==> config.mk <==
export PLATFORM = sky130hd
export DESIGN_NAME = chtqp_ram
export DESIGN_NICKNAME = d
export VERILOG_FILES = /design/src/chtqp_ram.sv
export SDC_FILE = /design/constraint.sdc
export NUM_CORES = 1
export LEC_CHECK = 0
export CAP_MARGIN = 20
export CORE_ASPECT_RATIO = 0.7
export CORE_MARGIN = 5
export CORE_UTILIZATION = 40
export DETAILED_ROUTE_END_ITERATION = 6
export DONT_BUFFER_PORTS = 1
export GPL_ROUTABILITY_DRIVEN = 1
export PLACE_DENSITY = 0.53
export SYNTH_ARGS = -nofsm -noshare
export SYNTH_HDL_FRONTEND = slang
export SYNTH_SLANG_ARGS = --single-unit
==> constraint.sdc <==
create_clock -name clk -period 4.25 [get_ports clk]
set_input_delay 0.425 -clock clk [delete_from_list [all_inputs] [get_ports clk]]
set_output_delay 0.425 -clock clk [all_outputs]
set_load 0.01 [all_outputs]
==> src/chtqp_ram.sv <==
// Simple dual-port RAM, one write and one registered read per cycle.
`default_nettype none
module chtqp_ram #(
  parameter int DATA_W = 8,
  parameter int ADDR_W = 4
) (
  input  wire logic              clk,
  input  wire logic              we,
  input  wire logic [ADDR_W-1:0] waddr,
  input  wire logic [DATA_W-1:0] wdata,
  input  wire logic [ADDR_W-1:0] raddr,
  output      logic [DATA_W-1:0] rdata
);

  logic [DATA_W-1:0] mem [1 << ADDR_W];

  always_ff @(posedge clk) begin
    if (we) begin
      mem[waddr] <= wdata;
    end
    rdata <= mem[raddr];
  end

endmodule
`default_nettype wire

After elaboration in Yosys (flattened, before gate mapping)
Memory sizes are Yosys's and may differ from the RTL's. A register that Yosys moved wholly into a read port is not among the register bits. Index checks and enable logic that the tools add are counted.

Flip-flop bits (word level): 0. Bits in writable memories: 128. Bits of input ports: 18. Output and inout port bits: 8. Memories: 1.

Multiplexer cells: 2.

Memory list: mem (words 16, width 8, rd ports 1, clocked after Yosys merged registers in 1, write ports 1, RTL line 15) `logic [DATA_W-1:0] mem [1 << ADDR_W];`.

Operators with widths (count): 2-to-1 mux 1 bit (2).

Depth between registers and ports, before layout
Depth in word-level cells: 2. Gate-level depth with buffers: 5.

Least setup slack after synthesis
No wires, ideal clock.

Kind: input to register. Start point: input waddr[2]. End point: memory mem[0][0], enable pin. Library setup time: 0.383 ns. Arrival: 1.535 ns. Required time: 3.867 ns. Setup slack: 2.332 ns. Cell stages on the path: 2. Path buffers: 0. Cells stage by stage: or3b_2 nor3_1.

RTL lines: start: declaration (RTL line 9) `input wire logic [ADDR_W-1:0] waddr,`; end: declaration (RTL line 15).

Straight into the memory's write port.

Worst setup path in the final report
Start point: input waddr[2]. End point: memory mem[3][7], enable pin.

Straight into the memory's write port.

==> Flow_metrics.wiki <==
{| class="wikitable"
! Metric !! Value
|-
| Length of the first detailed-routing pass in iterations || 4
|-
| Number of placed I/O pins || 26
|-
| Share of final-layout standard cells stronger than drive strength 1 || 19.29%
|-
| Number of port buffers || 0
|-
| Vias in the first global route || 2318
|-
| Antenna diode instance count || 0
|-
| Slew Viols, Final || 0
|-
| Delay of the slowest critical-path stage || around 0.70 ns
|-
| Global placer's final weighted congestion || about 0.70
|-
| Post-synth EDFFs || 128
|-
| Initial antenna violation count || 0
|-
| Unrepaired setup endpoints after global routing || no
|-
| Max stage delay cell, worst path || nor2_1
|-
| CTS HTree Levels || 4
|-
| FFs w/ async S/R, synth || 0%
|-
| Worst slack, placed || 2.002 ns
|-
| Result of the run || finished, final reports clean
|-
| Wire length of the first global-routing pass || 15.30 mm
|-
| Detail Route Antenna Nets || 0
|-
| Final setup violation count || 0
|-
| Height of the die || ~100 um
|-
| Synth-to-layout area growth || 14.29%
|-
| Area leader, netlist || edfxtp_1
|-
| # nets final || 260
|-
| PwrDens || ~520 nW/um^2
|-
| Area of the core region || 12510 um^2
|-
| Worst Skew || around 0.0044 ns
|-
| Net switching fraction of the power || 18.23%
|-
| Crit Path Category || primary input to register
|-
| Syn nets || ~250
|-
| Root buffer cell || clkbuf_16
|-
| Nature of the critical path startpoint || primary input
|-
| TritonCTS buffer count || 17
|-
| Relative slew margins || 40.36%
|-
| Element type at the critical path end || register
|-
| Count of cells resized by post-cts repair || 0
|-
| Relative contribution of the clock network to total power || 48.0%
|-
| Routed vias || 2247
|-
| Hold bufs inserted after CTS || 0
|-
| # DRC || 0
|-
| Floorplan die width || approximately 150 um
|-
| Critical-path maximum fanout || 8
|-
| Via-per-instance ratio || 5.401
|-
| Flop and latch count out of synthesis || 136
|-
| Average detailed-routed wire length per instance || 24.83 um
|-
| Max Freq || 628.0 MHz
|-
| Main flop type after synthesis || edfxtp_1
|-
| Peak ir drop on the vdd network || 0.3296 mV
|-
| Sequential cell area || 4004 um^2
|-
| Insertion delay to the later sink of the worst-skew pair || around 0.41 ns
|-
| Comb pwr share || 2.7%
|-
| CP arrival || 1.62 ns
|-
| Pin count of the biggest net entering global routing || 33
|-
| Die footprint || 15270 um^2
|-
| Violation count after the first detailed-route iteration || 149
|-
| Placed wire-length estimate after detailed placement || 6.394 mm
|-
| Final wirelength || 10.33 mm
|-
| Mean post-synth cell area || roughly 22 um^2
|-
| Remaining Overflow, GRT || 0
|-
| Clk sinks || ~140
|-
| Psw || about 0.56 mW
|-
| Library cell with the highest instance count after synthesis || edfxtp_1
|-
| Proportion of netlist area held by the largest area contributor || 74.67%
|-
| Clock buffer depth || 2
|-
| GR Util All Layers || 14.33%
|-
| Cells after synthesis || about 230
|-
| Sequential share of the synthesized area || 77.78%
|-
| Lkg Pwr || 1.903 nW
|-
| Total number of placement rows || 34
|-
| Min Clock Period, post-route || 1.592 ns
|-
| Top cell family by delay on the critical path || simple AND/OR/NAND/NOR gates
|-
| Final setup slack of the worst path || approximately 2.7 ns
|-
| Pin slew with the least headroom to its limit || 0.8913 ns
|-
| Max-cap violations || 0
|-
| Dominant cells by area after synthesis || edfxtp_1 (75%), mux4_2 (7.9%), mux4_1 (7.1%)
|-
| Count of unique library cells instantiated by Yosys || 19
|-
| Post-CTS setup buffer count || 0
|-
| Initial core utilization || between 40% and 50%
|-
| Final Hold Vio Count || 0
|-
| Path category of the worst min-delay check || primary input to register
|-
| Warnings from Yosys || 0
|-
| Layout filler cell count || 1055
|-
| Critical Path, Cell by Cell || or3b_2 > nor2_1
|-
| TritonCTS clock tree || done
|-
| Final critical-path share of the clock period || 37.46%
|-
| Synth Cell Area || roughly 5000 um^2
|-
| Power Internal || 2.513 mW
|-
| Worst path bufs/invs || 0
|-
| Synth top cells by count || edfxtp_1 (128), mux4_2 (18), a22oi_1 (16)
|-
| Area of combinational cells with multiple inputs || about 1100 um^2
|-
| Required time of the worst setup path || 4.28 ns
|-
| Setup tns final || 0 ns
|-
| Clock transition time at the flip-flop clock pins of the worst setup and hold paths || 0.05 ns
|-
| Sequential fraction of design power || 49.3%
|}
[placed cells by master, fill, tap and decap left out]
| cell | count |
|---|---|
| nor3_1 | 4 |
| nand3b_1 | 2 |
| nand3_1 | 1 |
| nand2_1 | 9 |
| clkinv_2 | 4 |
| dfxtp_1 | 8 |
| mux4_1 | 14 |
| clkinv_1 | 2 |
| clkbuf_1 | 3 |
| and2b_1 | 1 |
| bufinv_16 | 4 |
| edfxtp_1 | 128 |
| buf_4 | 2 |
| nor2_1 | 13 |
| nor2b_1 | 1 |
| clkinvlp_4 | 1 |
| mux4_2 | 18 |
| a22oi_1 | 16 |
| nand2b_1 | 2 |
| or3b_2 | 1 |
| buf_2 | 1 |
| clkbuf_4 | 1 |
| and2_1 | 1 |
| clkbuf_16 | 17 |
[state kept, by name, summed over array words and instances, names as in the netlist]
signal  cells
mem       128
rdata       8
[power by group through the flow]
| stage | logic [mW] | clock network, mW | registers [mW] |
|---|---|---|---|
| final | 0.0833 | 1.48 | 1.51 |
| after detailed placement | 0.0841 | 0 | 1.54 |
| after global routing | 0.0899 | 1.57 | 1.52 |
| after CTS | 0.0844 | 1.50 | 1.51 |
| after floorplan | 0.0761 | 0 | 1.54 |
| after global placement | 0.0835 | 0 | 1.54 |
[cell type report]
| class | count | area share (%) |
|---|---|---|
| clock buffer | 20 | 7.422 |
| clock inverter | 11 | 2.637 |
| multi-input combinational | 83 | 17.97 |
| tap | 162 | 3.445 |
| timing repair buffer | 4 | 0.4679 |
| sequential | 136 | 68.06 |
[worst register-to-register path, cell delays in order (launching register included)]
cell and delay (ns):
edfxtp_1 0.34, mux4_1 0.59, a22oi_1 0.23, nand2_1 0.10
[stage by stage]
stage               area (um^2)  cells  total power, mW  utilization [%]  hold slack, ns
floorplan                  5147    229            1.614                -          0.5239
global placement           5279    383            1.624            42.21          0.5250
detailed placement         5284    384            1.626            42.25          0.5250
CTS                        5876    415            3.103            46.98         0.09011
global route               5883    416            3.173            47.04         0.08938
finish                     5883    416            3.073            47.04          0.1101
[path summary, 6_finish.rpt]
kind         cells after the start         end       from  slack (ns)
max                              2   mem[3][7]   waddr[2]        2.66
min                              0  mem[15][6]   wdata[6]        0.11
max reg2reg                      3    rdata[1]  mem[5][1]        2.87
min reg2reg                      3    rdata[3]  mem[8][3]        0.68
[cells by family after synthesis]
group / count (synthesis) / share of synthesized area (%)
buf+inv: 10 / 1.677
mux: 32 / 15.02
simple gates: 35 / 3.184
compound gates: 16 / 2.334
flops: 136 / 77.78
[routing by layer]
metal | global-route usage, % | vias to the layer above | share of wire (%)
met2 | 20.10 | 53 | 45
li1 | - | 998 | -
met4 | 6.391 | 0 | 1.7
met1 | 20.84 | 1181 | 49
met5 | 0 | - | 0
met3 | 4.197 | 15 | 4.7
Power figures use the tool's default switching activity.
