<file path="config.mk">
export PLATFORM = sky130hd
export DESIGN_NAME = chtqp_hash
export DESIGN_NICKNAME = d
export VERILOG_FILES = /design/src/chtqp_pkg.sv /design/src/chtqp_hash.sv
export SDC_FILE = /design/constraint.sdc
export NUM_CORES = 1
export LEC_CHECK = 0
export BUFFER_PORTS_ARGS = -buffer_cell sky130_fd_sc_hd__buf_2
export CAP_MARGIN = 10
export CORE_MARGIN = 1
export CORE_UTILIZATION = 65
export CTS_CLUSTER_SIZE = 8
export DETAILED_ROUTE_END_ITERATION = 8
export GPL_ROUTABILITY_DRIVEN = 0
export MAX_ROUTING_LAYER = met4
export PLACE_DENSITY = 0.91
export RECOVER_POWER = 50
export SLEW_MARGIN = 20
export SYNTH_ARGS = -nofsm -noshare
export SYNTH_HDL_FRONTEND = slang
export SYNTH_SLANG_ARGS = --single-unit
</file>
<file path="constraint.sdc">
create_clock -name clk -period 8.2 [get_ports clk]
set_input_delay 0.82 -clock clk [delete_from_list [all_inputs] [get_ports clk]]
set_output_delay 0.82 -clock clk [all_outputs]
set_load 0.05 [all_outputs]
</file>
<file path="src/chtqp_pkg.sv">
// Shared constants, types and codes of the counting hash table.
`default_nettype none
package chtqp_pkg;

  localparam int IDX_W      = 12;
  localparam int TABLE_SIZE = 1 << IDX_W;
  localparam int OCC_W      = IDX_W + 1;
  localparam int KEY_W      = 32;
  localparam int CNT_W      = 32;
  localparam int CFG_W      = 13;

  localparam logic [CFG_W-1:0] MAX_ENTRIES_RST = 13'd3072;

  localparam logic [31:0] MIX_XOR = 32'd61;
  localparam logic [31:0] MIX_MUL = 32'h27d4eb2d;

  localparam logic [1:0] REQ_INC   = 2'd0;
  localparam logic [1:0] REQ_SET   = 2'd1;
  localparam logic [1:0] REQ_QUERY = 2'd2;

  localparam logic [1:0] ST_OK       = 2'd0;
  localparam logic [1:0] ST_FULL     = 2'd1;
  localparam logic [1:0] ST_RESERVED = 2'd2;

  typedef struct packed {
    logic             valid;
    logic [KEY_W-1:0] key;
    logic [CNT_W-1:0] count;
  } entry_t;

endpackage
`default_nettype wire

</file>
<file path="src/chtqp_hash.sv">
// Two-stage 32-bit integer mix of the key.
`default_nettype none
module chtqp_hash (
  input  wire logic        clk,
  input  wire logic [31:0] key,
  output      logic [31:0] hash
);

  logic [31:0] a1, a2, a3;
  logic [31:0] stage1;
  logic [31:0] prod;

  always_comb begin
    a1 = (key ^ chtqp_pkg::MIX_XOR) ^ (key >> 16);
    a2 = a1 + (a1 << 3);
    a3 = a2 ^ (a2 >> 4);
  end

  always_ff @(posedge clk) begin
    stage1 <= a3;
    prod   <= 32'(stage1 * chtqp_pkg::MIX_MUL);
  end

  assign hash = prod ^ (prod >> 15);

endmodule
`default_nettype wire

</file>
; ---- Yosys cells after proc, flatten, opt, wreduce, memory -nomap -nowiden
; Cells that the tools add are included.
[classes]
add_sub_neg = 1
multipliers = 1
div = 0
n_lt_le_gt_ge = 0
eq_ne = 0
n_shift = 0
muxes = 0
bitwise_logic = 4
n_reduce_logical = 0
[ops]
columns = operator, count
row1 = adder 32 bit, 1
row2 = "multiplier 32 x 30 -> 32 bit, second input constant", 1
row3 = bitwise XOR 32 x 16 -> 32 bit, 1
row4 = bitwise XOR 32 x 17 -> 32 bit, 1
row5 = bitwise XOR 32 x 28 -> 32 bit, 1
row6 = inverter 5 bit, 1
[totals]
ff_bits = 64
latch_bits = 0
ramBits = 0
romBits = 0
inputBits = 33
output_inout_bits = 32
memories = 0

; ---- Longest topological paths before layout
[depth]
ltp_word = 4
depth_mapped = 24

; ---- Worst setup path after synthesis
; Ideal clock, no wire load.
[synth_path]
path_type = register to register
from = reg stage1[2]
to = reg prod[30]
arrival_time_ns = 6.220
required_time_ns = 8.128
setup_slack_ns = 1.908
path_stages_with_launch = 23
n_path_buf = 0
synth_period_minus_slack_ns = 6.292
path_cell_list = dfxtp_1 -> ha_1 -> xor2_1 -> ha_1 -> or2_2 -> fa_1 -> fa_1 -> fa_1 -> inv_1 -> fa_1 -> inv_1 -> fa_1 -> inv_1 -> fa_1 -> inv_1 -> ha_1 -> or3_1 -> o2111ai_1 -> a311oi_1 -> o21ai_0 -> a21oi_1 -> o41ai_1 -> xnor2_1
[synth_via]
elab_chain_cells = 1
[synth_rtl]
columns = element, line_no
row1 = start: declaration, chtqp_hash.sv:10  ; logic [31:0] stage1;
row2 = start signal: assignment, chtqp_hash.sv:20  ; stage1 <= a3;
row3 = multiplier 32 x 30 -> 32 bit, chtqp_hash.sv:21  ; prod <= 32'(stage1 * chtqp_pkg::MIX_MUL);
row4 = end signal: assignment, chtqp_hash.sv:21
row5 = end: declaration, chtqp_hash.sv:11  ; logic [31:0] prod;
; Every way passes these cells.

; ---- Worst setup path in the final report
[layout_path]
from = reg stage1[0]
to = reg prod[29]
; The elaborated chain is that of the path after synthesis.

==> impl_metrics.py <==
metrics = {
    "synthesis": {
        "yosys.area.top_type_share": 0.317,
        "net_count_synth": 1702,
        "synth_top_family_by_area": "adder cells",
        "synth_area_leaders": "fa_1, ha_1, dfxtp_1",
        "number_of_distinct_library_cells_after_synthesis": 64,
        "synth_compound_gate_area_share": 0.0748,
        "number_of_enable_type_register_cells_in_the_synthesized_netlist": 0,
        "synthXorXnorAreaFrac": 0.112,
        "postSynthAreaPerCell_um2": 9.93,
        "warnings_synthesis": 0,
        "synth_top_flop_cell": "dfxtp_1",
        "asyncSetResetFlopFracSynth": 0,
        "yosys.area_share.simple": 0.0511,
        "share_of_synthesized_area_occupied_by_flip_flops_and_latches": 0.104,
        "synth.area.mux_share": 0.00324,
        "post_synth_inst_count": 1245,
        "postSynthRegisterBits": 64,
        "synthDominantAreaCellType": "fa_1",
        "area_share_of_fa_ha_maj_cells_after_synthesis": 0.548,
        "synthesis.area_um2": 12400,
    },
    "min_path": {
        "hold-path-cell-count": 0,
        "min_to": "prod[1]$_DFF_P_",
        "min-delay-path-class": "reg2reg",
        "startpoint_of_the_worst_hold_path": "stage1[1]$_DFF_P_",
    },
    "worst_setup_path": {
        "reg2reg_to": "prod[29]$_DFF_P_",
        "stage_delay_of_the_slowest_cell_on_the_critical_path_ns": 0.73,
        "path_common_cell": "fa_1",
        "worstRegToRegCells": 22,
        "critical_path.max_fanout": 12,
        "crit_path_start": "stage1[0]$_DFF_P_",
        "setup.worst_path.end_class": "register",
        "critical_path_arrival_ns": 7.46,
        "worst_r2r_startpoint": "stage1[0]$_DFF_P_",
        "crit_buf_inv": 5,
        "crit_chain": "clkbuf_1 -> ha_1 -> inv_1 -> fa_1 -> inv_1 -> fa_1 -> fa_1 -> ha_1 -> ha_1 -> fa_1 -> inv_1 -> fa_1 -> inv_1 -> ha_1 -> nand4_1 -> nor4b_1 -> o21a_1 -> o221ai_1 -> o31ai_2 -> nand4_1 -> a211oi_1 -> xnor2_1",
        "crit_family": "adder cells",
        "cp-start-kind": "register",
        "critical_path.slowest_cell": "clkbuf_1",
        "cp_data_required_time_ns": 8.47,
        "setup.reg_to_reg.worst_slack_ns": 1.01,
        "timing_worst_setup_path_type": "reg2reg",
    },
    "place": {
        "buffer_ports.inserted": 64,
        "placed_cell_area_um2": 12800,
        "hpwl_um": 27200,
        "post-place-cells": 1523,
    },
    "cts": {
        "ctsLongestPathBuffers": 2,
        "tritoncts.num_buffers": 9,
        "cts_root_buffer": "clkbuf_16",
        "clk_transition_reported_paths_ns": 0.06,
        "cts_hold_buf": 0,
        "clock_latency_ns": 0.35,
        "cts_repair_resize_count": 0,
        "clock_sinks": 64,
        "cts_tree": "done",
        "postCtsSetupRepairBufs": 0,
        "htree_levels": 3,
    },
    "timing": {
        "tns_ns": 0,
        "finalHoldViolations": 0,
        "maxSlewHeadroom": 0.346,
        "clock_skew_ns": 0.00945,
        "total_setup_violations_reported_at_the_end_of_the_flow": 0,
        "max_freq_ghz": 0.139,
        "tightest_slew_ns": 0.981,
        "fin_crit_sh": 0.877,
        "number_of_max_slew_violations_in_the_final_report": 0,
        "period_minus_slack_ns": 7.19,
        "unrepaired_setup_endpoints_after_global_routing": "false",
    },
    "die": {
        "coreArea_um2": 18600,
        "die_width_um": 140,
        "dieHeight_um": 140,
        "placementRows": 50,
        "start_util": 0.663,
        "io_pins": 65,
        "die_area_um2": 19600,
    },
    "drt": {
        "drt_iter0_drc": 782,
        "avgViaCountPerCell": 5.88,
        "antenna_left": 0,
        "routed_wl_um": 32400,
        "dr_total_vias": 9052,
        "detail_route.drc_violations": 0,
        "routedWlPerCell_um": 21.1,
        "detailedRoute.firstPassIterationCount": 5,
    },
    "layout": {
        "diodes": 0,
        "fin_area_um2": 13100,
        "finish.net_count": 1757,
        "post_route_cells_drive_above_1_share": 0.0521,
        "instances_no_fill": 1539,
        "fin_util": 0.703,
        "area_growth_syn_to_layout_pct": 6.08,
    },
    "job": {
        "timing.max_cap.violations": 0,
    },
    "global_route": {
        "gr_usage_total": 0.364,
        "first_pass_grt_wire_length_um": 51200,
        "globalRouteOverflowTotal": 0,
        "first_global_vias": 10032,
        "grt_max_degree": 13,
        "antenna_found_initial": 0,
    },
    "run_status": {
        "status": "completed",
    },
}
## stage by stage
stage | hold slack (ns) | setup slack (ns)
floorplan | 0.516 | 1.91
global route | 0.691 | 0.817
detailed placement | 0.568 | 1.35
finish | 0.651 | 1.01
global placement | 0.568 | 1.62
CTS | 0.571 | 1.26
## cells in the final DEF (no fill, tap or decap), types with 4 or more instances in the layout
| master | count |
|---|---|
| nand4_1 | 4 |
| or2_2 | 9 |
| buf_2 | 30 |
| a21o_1 | 22 |
| fa_1 | 196 |
| xnor2_1 | 87 |
| a211oi_1 | 13 |
| ha_1 | 228 |
| a21oi_1 | 33 |
| dfxtp_1 | 64 |
| xor2_1 | 66 |
| and2_1 | 6 |
| clkbuf_1 | 35 |
| o21a_1 | 8 |
| nor2_1 | 43 |
| mux2i_1 | 4 |
| nand2_1 | 26 |
| nand2b_1 | 5 |
| nor3_1 | 10 |
| o21bai_1 | 4 |
| nand3_1 | 8 |
| o21ai_0 | 19 |
| clkbuf_16 | 9 |
| inv_1 | 317 |
## synthesized netlist by cell type, types with 2 or more instances
library cell  number
a21boi_0           2
dfxtp_1           64
fa_1             196
clkbuf_1           2
inv_1            317
o21bai_1           4
nand2_1           26
or2_2              9
nand4_1            4
nand3_1            8
and2_1             6
o21ai_0           19
or3_1              3
o31ai_2            2
o21a_1             8
nor3_1            10
xnor2_1           87
nor2b_1            3
a21oi_1           33
a21o_1            22
nor2_1            43
a21oi_2            3
xor2_1            66
buf_4             15
a31oi_1            2
and3_1             2
a211oi_1          13
a2111oi_0          3
buf_2              2
ha_1             228
a41oi_1            2
nand2b_1           5
mux2i_1            4
or4_1              2
## metal layers
metal	part of all wire	global-route usage	up-vias	wire length [um]
met2	0.50	0.622	488	16100
met1	0.35	0.376	4370	11500
li1	-	-	4006	-
met3	0.064	0.0653	188	2080
met4	0.087	0.275	0	2820
met5	0	-	-	0
## area by class of cell
type	count	area, um2
inverter	317	1190
fill	1303	5530
clock buffer	10	239
sequential	64	1280
timing repair buffer	65	282
multi-input combinational	843	9750
clock inverter	6	82.6
tap	234	293
## registers in the layout, indices dropped and copies added (netlist names)
| register | flops |
|---|---|
| stage1 | 32 |
| prod | 32 |
## how the worst max path moves through the flow
stage | endpoint | slack [ns] | cells past startpoint
detailed placement | prod[30]$_DFF_P_ | 1.35 | 23
global placement | prod[30]$_DFF_P_ | 1.62 | 22
CTS | prod[29]$_DFF_P_ | 1.26 | 21
global route | prod[29]$_DFF_P_ | 0.82 | 22
finish | prod[29]$_DFF_P_ | 1.01 | 22
floorplan | prod[30]$_DFF_P_ | 1.91 | 22
## cells by family after synthesis
kind of cell,after synthesis
DFF,64
muxes,4
xor gates and xnor gates,155
and+or+nand+nor,128
adders and majority gates,424
AOI/OAI and AO/OA,132
buffers and inverters,338
Power is left out: the tool's default activity adds up to more than one toggle a clock period on the data nets, which glitch-free logic cannot reach.
